[config.mk]
export PLATFORM = sky130hd
export DESIGN_NAME = sweep_prune_overlap_pairs_top
export DESIGN_NICKNAME = d
export VERILOG_FILES = /design/src/sv/spo_pkg.sv /design/src/sv/spo_cmp.sv /design/src/sv/spo_ctrl.sv /design/src/sv/sweep_prune_overlap_pairs_top.sv
export SDC_FILE = /design/constraint.sdc
export NUM_CORES = 2
export LEC_CHECK = 0
export ABC_AREA = 1
export BUFFER_PORTS_ARGS = -buffer_cell sky130_fd_sc_hd__buf_2
export CAP_MARGIN = 20
export CORE_MARGIN = 2
export CORE_UTILIZATION = 44
export CTS_CLUSTER_SIZE = 28
export DETAILED_ROUTE_END_ITERATION = 12
export GPL_ROUTABILITY_DRIVEN = 0
export PLACE_DENSITY = 0.64
export SYNTH_ARGS = -nofsm -noshare
export SYNTH_HDL_FRONTEND = slang
export SYNTH_HIERARCHICAL = 1
export SYNTH_SLANG_ARGS = --single-unit
[constraint.sdc]
create_clock -name aclk -period 10.01 [get_ports aclk]
set_clock_uncertainty 0.15 [all_clocks]
set_input_delay 1.5015 -clock aclk [delete_from_list [all_inputs] [get_ports aclk]]
set_output_delay 1.5015 -clock aclk [all_outputs]
set_load 0.05 [all_outputs]
[src/sv/spo_pkg.sv]
// Shared types and constants for the sweep-and-prune overlap pair block.
// Depends on nothing; imported by every module of the block.
package spo_pkg;

    localparam int DEF_MAX_OBJECTS = 8;
    localparam int DEF_COORD_WIDTH = 16;
    localparam int DEF_ID_WIDTH    = 8;
    localparam int STAMP_W         = 32;
    localparam int MAX_PAIRS       = 28;
    localparam int PAIR_W          = $clog2(MAX_PAIRS + 1);

    typedef enum logic [1:0] {
        K_INSERT = 2'd0,
        K_REMOVE = 2'd1,
        K_UPDATE = 2'd2,
        K_QUERY  = 2'd3
    } kind_t;

    typedef enum logic [2:0] {
        STAT_DONE   = 3'd0,
        STAT_ABSENT = 3'd1,
        STAT_REJECT = 3'd2,
        STAT_PAIR   = 3'd3,
        STAT_NONE   = 3'd4
    } status_t;

    // Result push from the sequencer to the output stage
    typedef struct packed {
        logic    push;
        status_t status;
        logic    last;
    } push_t;

endpackage

[src/sv/spo_cmp.sv]
// Shared magnitude comparator used for edge placement, stamp ranking and y tests.
// Depends on spo_pkg.
module spo_cmp import spo_pkg::*; #(
    parameter int W = 36
) (
    input  logic [W-1:0] a,
    input  logic [W-1:0] b,
    output logic         lt
);

    // Unsigned less-than on pre-biased keys
    assign lt = (a < b);

endmodule

[src/sv/spo_ctrl.sv]
// Sequencer and storage: slot table, sorted edge list, stamp ranking and sweep.
// Depends on spo_pkg and spo_cmp.
module spo_ctrl import spo_pkg::*; #(
    parameter int MAX_OBJECTS = DEF_MAX_OBJECTS,
    parameter int COORD_WIDTH = DEF_COORD_WIDTH,
    parameter int ID_WIDTH    = DEF_ID_WIDTH
) (
    input  logic                   aclk,
    input  logic                   aresetn,
    input  logic                   s_valid,
    output logic                   s_ready,
    input  logic [1:0]             s_kind,
    input  logic [ID_WIDTH-1:0]    s_object_id,
    input  logic [COORD_WIDTH-1:0] s_left_x,
    input  logic [COORD_WIDTH-1:0] s_right_x,
    input  logic [COORD_WIDTH-1:0] s_bottom_y,
    input  logic [COORD_WIDTH-1:0] s_top_y,
    input  logic                   out_free,
    output push_t                  push,
    output logic [ID_WIDTH-1:0]    push_first,
    output logic [ID_WIDTH-1:0]    push_second
);

    localparam int N      = MAX_OBJECTS;
    localparam int SLOT_W = (N > 1) ? $clog2(N) : 1;
    localparam int CNT_W  = $clog2(N + 1);
    localparam int EDGES  = 2 * N;
    localparam int EIDX_W = $clog2(EDGES);
    localparam int ECNT_W = $clog2(EDGES + 1);
    localparam int CW     = COORD_WIDTH;
    localparam int KEY_W  = STAMP_W + SLOT_W;

    typedef enum logic [3:0] {
        ST_IDLE, ST_FIND, ST_DROP, ST_PUT, ST_RANK, ST_SWEEP,
        ST_CAND, ST_Y2, ST_PAIR, ST_QEND, ST_RESP
    } state_t;

    state_t state_reg;

    // Latched request
    kind_t            kind_reg;
    logic [ID_WIDTH-1:0] id_reg;
    logic [CW-1:0]    lx_reg, rx_reg, by_reg, ty_reg;

    // Slot table
    logic [N-1:0]        slot_valid_reg;
    logic [ID_WIDTH-1:0] slot_handle_reg [N];
    logic [CW-1:0]       slot_ylo_reg [N];
    logic [CW-1:0]       slot_yhi_reg [N];
    logic [STAMP_W-1:0]  slot_stamp_reg [N];

    // Sorted edge list
    logic [CW-1:0]     edge_pos_reg  [EDGES];
    logic [SLOT_W-1:0] edge_slot_reg [EDGES];
    logic              edge_beg_reg  [EDGES];
    logic [ECNT_W-1:0] edge_count_reg;

    logic [STAMP_W-1:0] stamp_counter_reg;
    logic [N-1:0]       active_mask_reg;

    // Stamp order of valid slots
    logic [SLOT_W-1:0] ord_reg [N];
    logic [CNT_W-1:0]  vcnt_reg;
    logic [CNT_W-1:0]  rank_reg;
    logic [SLOT_W-1:0] t_reg, u_reg;

    // Walk pointers
    logic [ECNT_W-1:0] i_reg, r_reg, w_reg, e_reg;
    logic [CNT_W-1:0]  k_reg;
    logic [SLOT_W-1:0] cur_reg;
    logic              phase_reg;
    logic [PAIR_W-1:0] pairs_reg;
    status_t           resp_reg;

    // Held pair, sent once the next one shows it is not the last
    logic                pend_valid_reg;
    logic [ID_WIDTH-1:0] pend_first_reg, pend_second_reg;

    function automatic logic [KEY_W-1:0] ckey(input logic [CW-1:0] c);
        ckey = {{(KEY_W-CW){1'b0}}, ~c[CW-1], c[CW-2:0]};
    endfunction

    // Lookup by id, lowest free slot, count of valid slots
    logic              hit;
    logic [SLOT_W-1:0] hit_slot;
    logic              has_free;
    logic [SLOT_W-1:0] free_slot;
    logic [CNT_W-1:0]  vcount;

    always_comb begin
        hit = 1'b0;
        hit_slot = '0;
        has_free = 1'b0;
        free_slot = '0;
        vcount = '0;
        for (int s = N - 1; s >= 0; s--) begin
            if (slot_valid_reg[s] && slot_handle_reg[s] == id_reg) begin
                hit = 1'b1;
                hit_slot = SLOT_W'(s);
            end
            if (!slot_valid_reg[s]) begin
                has_free = 1'b1;
                free_slot = SLOT_W'(s);
            end
            vcount = vcount + CNT_W'(slot_valid_reg[s]);
        end
    end

    logic [EIDX_W-1:0] i_idx, i_m1, r_idx, w_idx, e_idx;
    logic [SLOT_W-1:0] a_slot;
    logic [CW-1:0]     new_pos;
    logic [CNT_W-1:0]  rank_fin;
    logic [KEY_W-1:0]  cmp_a, cmp_b;
    logic              lt;

    assign i_idx   = i_reg[EIDX_W-1:0];
    assign i_m1    = EIDX_W'(i_reg - 1'b1);
    assign r_idx   = r_reg[EIDX_W-1:0];
    assign w_idx   = w_reg[EIDX_W-1:0];
    assign e_idx   = e_reg[EIDX_W-1:0];
    assign a_slot  = ord_reg[k_reg[SLOT_W-1:0]];
    assign new_pos = phase_reg ? rx_reg : lx_reg;

    // Operand select for the shared comparator
    always_comb begin
        cmp_a = '0;
        cmp_b = '0;
        case (state_reg)
            ST_PUT: begin
                cmp_a = ckey(new_pos);
                cmp_b = ckey(edge_pos_reg[i_m1]);
            end
            ST_RANK: begin
                cmp_a = {slot_stamp_reg[u_reg], u_reg};
                cmp_b = {slot_stamp_reg[t_reg], t_reg};
            end
            ST_CAND: begin
                cmp_a = ckey(slot_ylo_reg[a_slot]);
                cmp_b = ckey(slot_yhi_reg[cur_reg]);
            end
            ST_Y2: begin
                cmp_a = ckey(slot_ylo_reg[cur_reg]);
                cmp_b = ckey(slot_yhi_reg[a_slot]);
            end
            default: begin
                cmp_a = '0;
                cmp_b = '0;
            end
        endcase
    end

    spo_cmp #(.W(KEY_W)) u_cmp (.a(cmp_a), .b(cmp_b), .lt(lt));

    assign rank_fin = rank_reg + CNT_W'(slot_valid_reg[u_reg] && lt);

    assign s_ready = (state_reg == ST_IDLE);

    // Result push toward the output stage
    always_comb begin
        push.push   = 1'b0;
        push.status = STAT_DONE;
        push.last   = 1'b0;
        push_first  = '0;
        push_second = '0;
        case (state_reg)
            ST_RESP: begin
                push.push   = out_free;
                push.status = resp_reg;
                push.last   = 1'b1;
            end
            ST_PAIR: begin
                push.push   = out_free && pend_valid_reg;
                push.status = STAT_PAIR;
                push_first  = pend_first_reg;
                push_second = pend_second_reg;
            end
            ST_QEND: begin
                push.push   = out_free;
                push.status = pend_valid_reg ? STAT_PAIR : STAT_NONE;
                push.last   = 1'b1;
                push_first  = pend_valid_reg ? pend_first_reg : '0;
                push_second = pend_valid_reg ? pend_second_reg : '0;
            end
            default: begin
                push.push = 1'b0;
            end
        endcase
    end

    always_ff @(posedge aclk) begin
        if (!aresetn) begin
            state_reg         <= ST_IDLE;
            slot_valid_reg    <= '0;
            edge_count_reg    <= '0;
            stamp_counter_reg <= '0;
            active_mask_reg   <= '0;
            pend_valid_reg    <= 1'b0;
        end else begin
            case (state_reg)
                // Take a request
                ST_IDLE: begin
                    if (s_valid) begin
                        kind_reg  <= kind_t'(s_kind);
                        id_reg    <= s_object_id;
                        lx_reg    <= s_left_x;
                        rx_reg    <= s_right_x;
                        by_reg    <= s_bottom_y;
                        ty_reg    <= s_top_y;
                        state_reg <= ST_FIND;
                    end
                end
                // Dispatch on kind and lookup result
                ST_FIND: begin
                    phase_reg <= 1'b0;
                    if (kind_reg == K_QUERY) begin
                        active_mask_reg <= '0;
                        pend_valid_reg  <= 1'b0;
                        pairs_reg       <= '0;
                        vcnt_reg        <= vcount;
                        rank_reg        <= '0;
                        t_reg           <= '0;
                        u_reg           <= '0;
                        state_reg       <= ST_RANK;
                    end else if (kind_reg == K_INSERT) begin
                        if (hit || !has_free) begin
                            resp_reg  <= STAT_REJECT;
                            state_reg <= ST_RESP;
                        end else begin
                            cur_reg                    <= free_slot;
                            slot_valid_reg[free_slot]  <= 1'b1;
                            slot_handle_reg[free_slot] <= id_reg;
                            slot_ylo_reg[free_slot]    <= by_reg;
                            slot_yhi_reg[free_slot]    <= ty_reg;
                            slot_stamp_reg[free_slot]  <= stamp_counter_reg;
                            stamp_counter_reg          <= stamp_counter_reg + 1'b1;
                            i_reg                      <= edge_count_reg;
                            state_reg                  <= ST_PUT;
                        end
                    end else if (!hit) begin
                        resp_reg  <= STAT_ABSENT;
                        state_reg <= ST_RESP;
                    end else begin
                        cur_reg   <= hit_slot;
                        r_reg     <= '0;
                        w_reg     <= '0;
                        state_reg <= ST_DROP;
                    end
                end
                // Compact the edge list, dropping both edges of the slot
                ST_DROP: begin
                    if (r_reg < edge_count_reg) begin
                        if (edge_slot_reg[r_idx] != cur_reg) begin
                            edge_pos_reg[w_idx]  <= edge_pos_reg[r_idx];
                            edge_slot_reg[w_idx] <= edge_slot_reg[r_idx];
                            edge_beg_reg[w_idx]  <= edge_beg_reg[r_idx];
                            w_reg                <= w_reg + 1'b1;
                        end
                        r_reg <= r_reg + 1'b1;
                    end else begin
                        edge_count_reg <= w_reg;
                        if (kind_reg == K_UPDATE) begin
                            slot_ylo_reg[cur_reg]   <= by_reg;
                            slot_yhi_reg[cur_reg]   <= ty_reg;
                            slot_stamp_reg[cur_reg] <= stamp_counter_reg;
                            stamp_counter_reg       <= stamp_counter_reg + 1'b1;
                            i_reg                   <= w_reg;
                            state_reg               <= ST_PUT;
                        end else begin
                            slot_valid_reg[cur_reg] <= 1'b0;
                            resp_reg                <= STAT_DONE;
                            state_reg               <= ST_RESP;
                        end
                    end
                end
                // Insertion step: shift one larger edge up, or place the new one
                ST_PUT: begin
                    if (i_reg != '0 && lt) begin
                        edge_pos_reg[i_idx]  <= edge_pos_reg[i_m1];
                        edge_slot_reg[i_idx] <= edge_slot_reg[i_m1];
                        edge_beg_reg[i_idx]  <= edge_beg_reg[i_m1];
                        i_reg                <= i_reg - 1'b1;
                    end else begin
                        edge_pos_reg[i_idx]  <= new_pos;
                        edge_slot_reg[i_idx] <= cur_reg;
                        edge_beg_reg[i_idx]  <= !phase_reg;
                        edge_count_reg       <= edge_count_reg + 1'b1;
                        if (!phase_reg) begin
                            phase_reg <= 1'b1;
                            i_reg     <= edge_count_reg + 1'b1;
                        end else begin
                            resp_reg  <= STAT_DONE;
                            state_reg <= ST_RESP;
                        end
                    end
                end
                // Rank each valid slot by (stamp, slot), one compare a cycle
                ST_RANK: begin
                    if (u_reg == SLOT_W'(N - 1)) begin
                        if (slot_valid_reg[t_reg]) begin
                            ord_reg[rank_fin[SLOT_W-1:0]] <= t_reg;
                        end
                        rank_reg <= '0;
                        u_reg    <= '0;
                        if (t_reg == SLOT_W'(N - 1)) begin
                            e_reg     <= '0;
                            state_reg <= ST_SWEEP;
                        end else begin
                            t_reg <= t_reg + 1'b1;
                        end
                    end else begin
                        rank_reg <= rank_fin;
                        u_reg    <= u_reg + 1'b1;
                    end
                end
                // Advance through the sorted edges
                ST_SWEEP: begin
                    if (e_reg == edge_count_reg) begin
                        state_reg <= ST_QEND;
                    end else if (edge_beg_reg[e_idx]) begin
                        cur_reg   <= edge_slot_reg[e_idx];
                        k_reg     <= '0;
                        state_reg <= ST_CAND;
                    end else begin
                        active_mask_reg[edge_slot_reg[e_idx]] <= 1'b0;
                        e_reg <= e_reg + 1'b1;
                    end
                end
                // Next active interval in stamp order, first y test
                ST_CAND: begin
                    if (k_reg == vcnt_reg) begin
                        active_mask_reg[cur_reg] <= 1'b1;
                        e_reg     <= e_reg + 1'b1;
                        state_reg <= ST_SWEEP;
                    end else if (active_mask_reg[a_slot] && lt) begin
                        state_reg <= ST_Y2;
                    end else begin
                        k_reg <= k_reg + 1'b1;
                    end
                end
                // Second y test
                ST_Y2: begin
                    if (lt && pairs_reg < PAIR_W'(MAX_PAIRS)) begin
                        state_reg <= ST_PAIR;
                    end else begin
                        k_reg     <= k_reg + 1'b1;
                        state_reg <= ST_CAND;
                    end
                end
                // Release the held pair, hold the new one
                ST_PAIR: begin
                    if (!pend_valid_reg || out_free) begin
                        pend_valid_reg  <= 1'b1;
                        pend_first_reg  <= slot_handle_reg[cur_reg];
                        pend_second_reg <= slot_handle_reg[a_slot];
                        pairs_reg       <= pairs_reg + 1'b1;
                        k_reg           <= k_reg + 1'b1;
                        state_reg       <= ST_CAND;
                    end
                end
                // Final query result
                ST_QEND: begin
                    if (out_free) begin
                        pend_valid_reg <= 1'b0;
                        state_reg      <= ST_IDLE;
                    end
                end
                ST_RESP: begin
                    if (out_free) begin
                        state_reg <= ST_IDLE;
                    end
                end
                default: begin
                    state_reg <= ST_IDLE;
                end
            endcase
        end
    end

endmodule

[src/sv/sweep_prune_overlap_pairs_top.sv]
// Top level of the sweep-and-prune overlap pair block: sequencer plus output register.
// Depends on spo_pkg and spo_ctrl.
//
//  channel | direction | handshake          | payload
//  s_      | in        | s_valid / s_ready  | kind, object_id, left_x, right_x, bottom_y, top_y
//  m_      | out       | m_valid / m_ready  | status, first_id, second_id, last
//
// Insert places the begin and end edges by insertion shifts, remove compacts the edge list,
// and update does both. A pairs query first ranks the valid slots by stamp, then per begin edge
// steps through each valid slot on the one shared comparator.
// Reset is synchronous, active low; no clearing pass is needed.
// A stalled m_ready holds the sequencer at its next result; s_ready is high only when idle.
module sweep_prune_overlap_pairs_top import spo_pkg::*; #(
    parameter int MAX_OBJECTS = DEF_MAX_OBJECTS,
    parameter int COORD_WIDTH = DEF_COORD_WIDTH,
    parameter int ID_WIDTH    = DEF_ID_WIDTH
) (
    input  logic                   aclk,
    input  logic                   aresetn,
    input  logic                   s_valid,
    output logic                   s_ready,
    input  logic [1:0]             s_kind,
    input  logic [ID_WIDTH-1:0]    s_object_id,
    input  logic [COORD_WIDTH-1:0] s_left_x,
    input  logic [COORD_WIDTH-1:0] s_right_x,
    input  logic [COORD_WIDTH-1:0] s_bottom_y,
    input  logic [COORD_WIDTH-1:0] s_top_y,
    output logic                   m_valid,
    input  logic                   m_ready,
    output logic [2:0]             m_status,
    output logic [ID_WIDTH-1:0]    m_first_id,
    output logic [ID_WIDTH-1:0]    m_second_id,
    output logic                   m_last
);

    push_t               push;
    logic [ID_WIDTH-1:0] push_first, push_second;
    logic                out_free;

    logic                m_valid_reg;
    status_t             m_status_reg;
    logic [ID_WIDTH-1:0] m_first_reg, m_second_reg;
    logic                m_last_reg;

    assign out_free = !m_valid_reg || m_ready;

    spo_ctrl #(
        .MAX_OBJECTS(MAX_OBJECTS),
        .COORD_WIDTH(COORD_WIDTH),
        .ID_WIDTH(ID_WIDTH)
    ) u_ctrl (
        .aclk(aclk),
        .aresetn(aresetn),
        .s_valid(s_valid),
        .s_ready(s_ready),
        .s_kind(s_kind),
        .s_object_id(s_object_id),
        .s_left_x(s_left_x),
        .s_right_x(s_right_x),
        .s_bottom_y(s_bottom_y),
        .s_top_y(s_top_y),
        .out_free(out_free),
        .push(push),
        .push_first(push_first),
        .push_second(push_second)
    );

    // Output register: load on push, drop when taken
    always_ff @(posedge aclk) begin
        if (!aresetn) begin
            m_valid_reg <= 1'b0;
        end else if (push.push) begin
            m_valid_reg  <= 1'b1;
            m_status_reg <= push.status;
            m_first_reg  <= push_first;
            m_second_reg <= push_second;
            m_last_reg   <= push.last;
        end else if (m_ready) begin
            m_valid_reg <= 1'b0;
        end
    end

    assign m_valid     = m_valid_reg;
    assign m_status    = m_status_reg;
    assign m_first_id  = m_first_reg;
    assign m_second_id = m_second_reg;
    assign m_last      = m_last_reg;

endmodule

==> flow_summary.toml <==
[run_status]
status = "finished, final reports clean"

[final_layout]
drive_gt1_frac = 0.0828
fin_util = 0.488
syn_to_final_growth_pct = 10.4
nFillCells = 11900
final_area_sq_um = 64100
nets = 6093
final_cells = 7816

[critical_path]
end_kind = "flop"
cp_slowest_cell = "inv_4"
worst-endpoint-required_ns = 10.24
critPathMaxStageDelay_ns = 0.83
critical_path.most_common_cell = "nand3_1"
crit_family = "buffers and inverters"
cp-start-kind = "flop"
cp_num_buf_inv = 8
crit_arrival_ns = 7.82
crit_type = "flop to flop"
cp_max_fo = 84

[route]
drcViolationCount = 0
first_pass_iters = 8
vias_per_cell = 6.07
vias = 47500
antenna_left = 0
drt-total-wl_um = 178000
wl_per_cell_um = 22.8
drt_iter0_drc = 6372

[sta]
slew_headroom = 0.168
finalCritPeriodShare = 0.757
holdWs_ns = 0.310
grt_setup_unrepaired = "false"
finalWorstSetupSlack_ns = 2.43
setup_viol = 0
final_max_slew_viol_count = 0
min_period_ns = 7.58
tns_ns = 0
hold_viol = 0
worst_slew_pin_slew_ns = 1.21
fmax_mhz = 132

[placed_design]
io_buffer_count = 99
dp_slack_ns = 2.72
dp_hpwl_um = 107000
placed_area_sq_um = 60000
dp.cells = 7588

[grt]
grt_pass1_vias = 43900
grt_util_all_layers = 0.255
antenna_found_initial = 6
grt_max_degree = 182
grt_pass1_wl_um = 266000
grt-ovfl-total = 0

[yosys]
yosys_warnings = 6
seq_area_frac_synth = 0.585
synth_xor_area_frac = 0.00966
syn_inst = 6047
synth-compound-area-share = 0.201
synth_cell_types = 61
synth_area_per_cell_sq_um = 9.60
syn_nets = 6184
syn_area_sq_um = 58100
synth_top_area_frac = 0.558
synthAdderAreaFrac = 0.0132
synth_edf_count = 1078
yosys.area_share.simple = 0.126
synthMuxAreaShare = 0.00295
async_flop_share = 0
synth_area_leaders = "edfxtp_1 56%, o21ai_0 9.3%, nand2_1 4.7%, nor2_1 4.4%, a21oi_1 4.2%"
ys_seq_elements = 1157
synth_top_family_by_area = "compound AO/OA/AOI/OAI gates"
synth_largest_area_cell = "edfxtp_1"
synthFlopType = "edfxtp_1"

[floorplan]
die_h_um = 367
die_width_um = 367
rows = 133
ios = 100
initial_core_util = 0.442
coreArea_sq_um = 131000
die_area_sq_um = 135000

[clock_network]
cts_tree = "built"
ctsResizeCount = 0
postCtsHoldBufs = 0
clkSinkCount = 1157
clock_latency_ns = 0.77
cts_buffers = 118
htreeDepth = 3
root_buffer = "clkbuf_16"
post_cts_buffers = 0
clockBufferDepth = 3
clk_pin_slew_ns = 0.07

[power]
powerDensity_nw_per_um2 = 246
ir_worst_vdd_mv = 0.240
total_power_mw = 15.7
leakage_nw = 22.5

[hold_path]
hold_path.class = "flop to flop"

[job]
cap_viol_max_count = 0
==> worst min-delay path, delay by kind of cell, from the launching register on <==
| family | cells | cell delay [ns] |
|---|---|---|
| simple gates | 1 | 0.06 |
| flops | 1 | 0.31 |
| compound gates | 1 | 0.05 |
==> path summary, 6_finish.rpt <==
kind / cells after the start / to / slack [ns] / from
worst max-delay path: 29 / u_ctrl/edge_beg_reg[7]$_DFFE_PP_ / 2.43 / flop
worst min-delay path: 2 / u_ctrl/active_mask_reg[2]$_SDFFE_PN0P_ / 0.31 / u_ctrl/active_mask_reg[2]$_SDFFE_PN0P_
worst max register to register: 29 / u_ctrl/edge_beg_reg[7]$_DFFE_PP_ / 2.43 / flop
worst min register to register: 2 / u_ctrl/active_mask_reg[2]$_SDFFE_PN0P_ / 0.31 / u_ctrl/active_mask_reg[2]$_SDFFE_PN0P_
==> cells by family (layout without fill, tap and decap cells) <==
kind of cell | count (synthesis) | in the layout
simple gates | 1767 | 1767
flops | 1157 | 1157
xor+xnor | 64 | 64
mux | 17 | 17
fa+ha+maj | 59 | 59
buf+inv | 911 | 924
other cells | 0 | 1
compound gates | 2072 | 2072
==> layout by cell type (no fill, tap or decap), drive strengths merged, types with 7 or more instances in the layout <==
| master | count |
|---|---|
| o221ai | 123 |
| a32o | 7 |
| a31oi | 59 |
| or2 | 10 |
| inv | 505 |
| bufinv | 16 |
| dfxtp | 79 |
| buf | 196 |
| xor2 | 39 |
| nand3 | 241 |
| mux2i | 16 |
| o2111ai | 17 |
| ha | 55 |
| nor4 | 12 |
| o21ai | 1095 |
| clkbuf | 149 |
| o22ai | 59 |
| a22oi | 8 |
| nand2 | 728 |
| a21oi | 488 |
| nand3b | 7 |
| a211oi | 10 |
| clkinv | 50 |
| nor2 | 694 |
| clkinvlp | 8 |
| edfxtp | 1078 |
| o211ai | 176 |
| nor3 | 34 |
| a221oi | 16 |
| xnor2 | 25 |
| nand4 | 40 |
==> synth_stat cells, drive strengths merged, types with 2 or more instances <==
cell type / n
o21ai: 1095
edfxtp: 1078
nand2: 728
nor2: 694
inv: 498
a21oi: 488
clkbuf: 316
nand3: 241
o211ai: 176
o221ai: 123
buf: 92
dfxtp: 79
a31oi: 59
o22ai: 59
ha: 55
nand4: 40
xor2: 39
nor3: 34
xnor2: 25
o2111ai: 17
a221oi: 16
mux2i: 16
nor4: 12
a211oi: 10
or2: 10
a22oi: 8
a32o: 7
nand3b: 7
clkinv: 5
a311oi: 4
a31o: 4
fa: 4
a21o: 2
==> routing by layer <==
metal	wire (um)	GRT usage	vias up
met1	71900	0.351	22800
li1	-	-	21500
met5	48	0	-
met3	18700	0.0464	466
met4	7520	0.111	8
met2	79800	0.394	2707
==> power by group <==
| group | leakage [nW] | internal (mW) | total, mW | switching (mW) |
|---|---|---|---|---|
| sequential | 10.5 | 5.78 | 6.08 | 0.295 |
| combinational | 10.1 | 1.34 | 5.08 | 3.74 |
| clock | 1.95 | 2.65 | 4.58 | 1.93 |
==> final cells by class <==
type | instances | area, sq um | share of cell area
Antenna cell | 1 | 2.50 | 0.0000391
Clock buffer | 148 | 3150 | 0.0491
Clock inverter | 76 | 893 | 0.0139
Inverter | 503 | 1900 | 0.0297
Multi-Input combinational cell | 3979 | 20700 | 0.323
Sequential cell | 1157 | 34000 | 0.530
Tap cell | 1755 | 2200 | 0.0343
Timing Repair Buffer | 197 | 1260 | 0.0197
No activity file was read; power rests on OpenSTA's default activity.
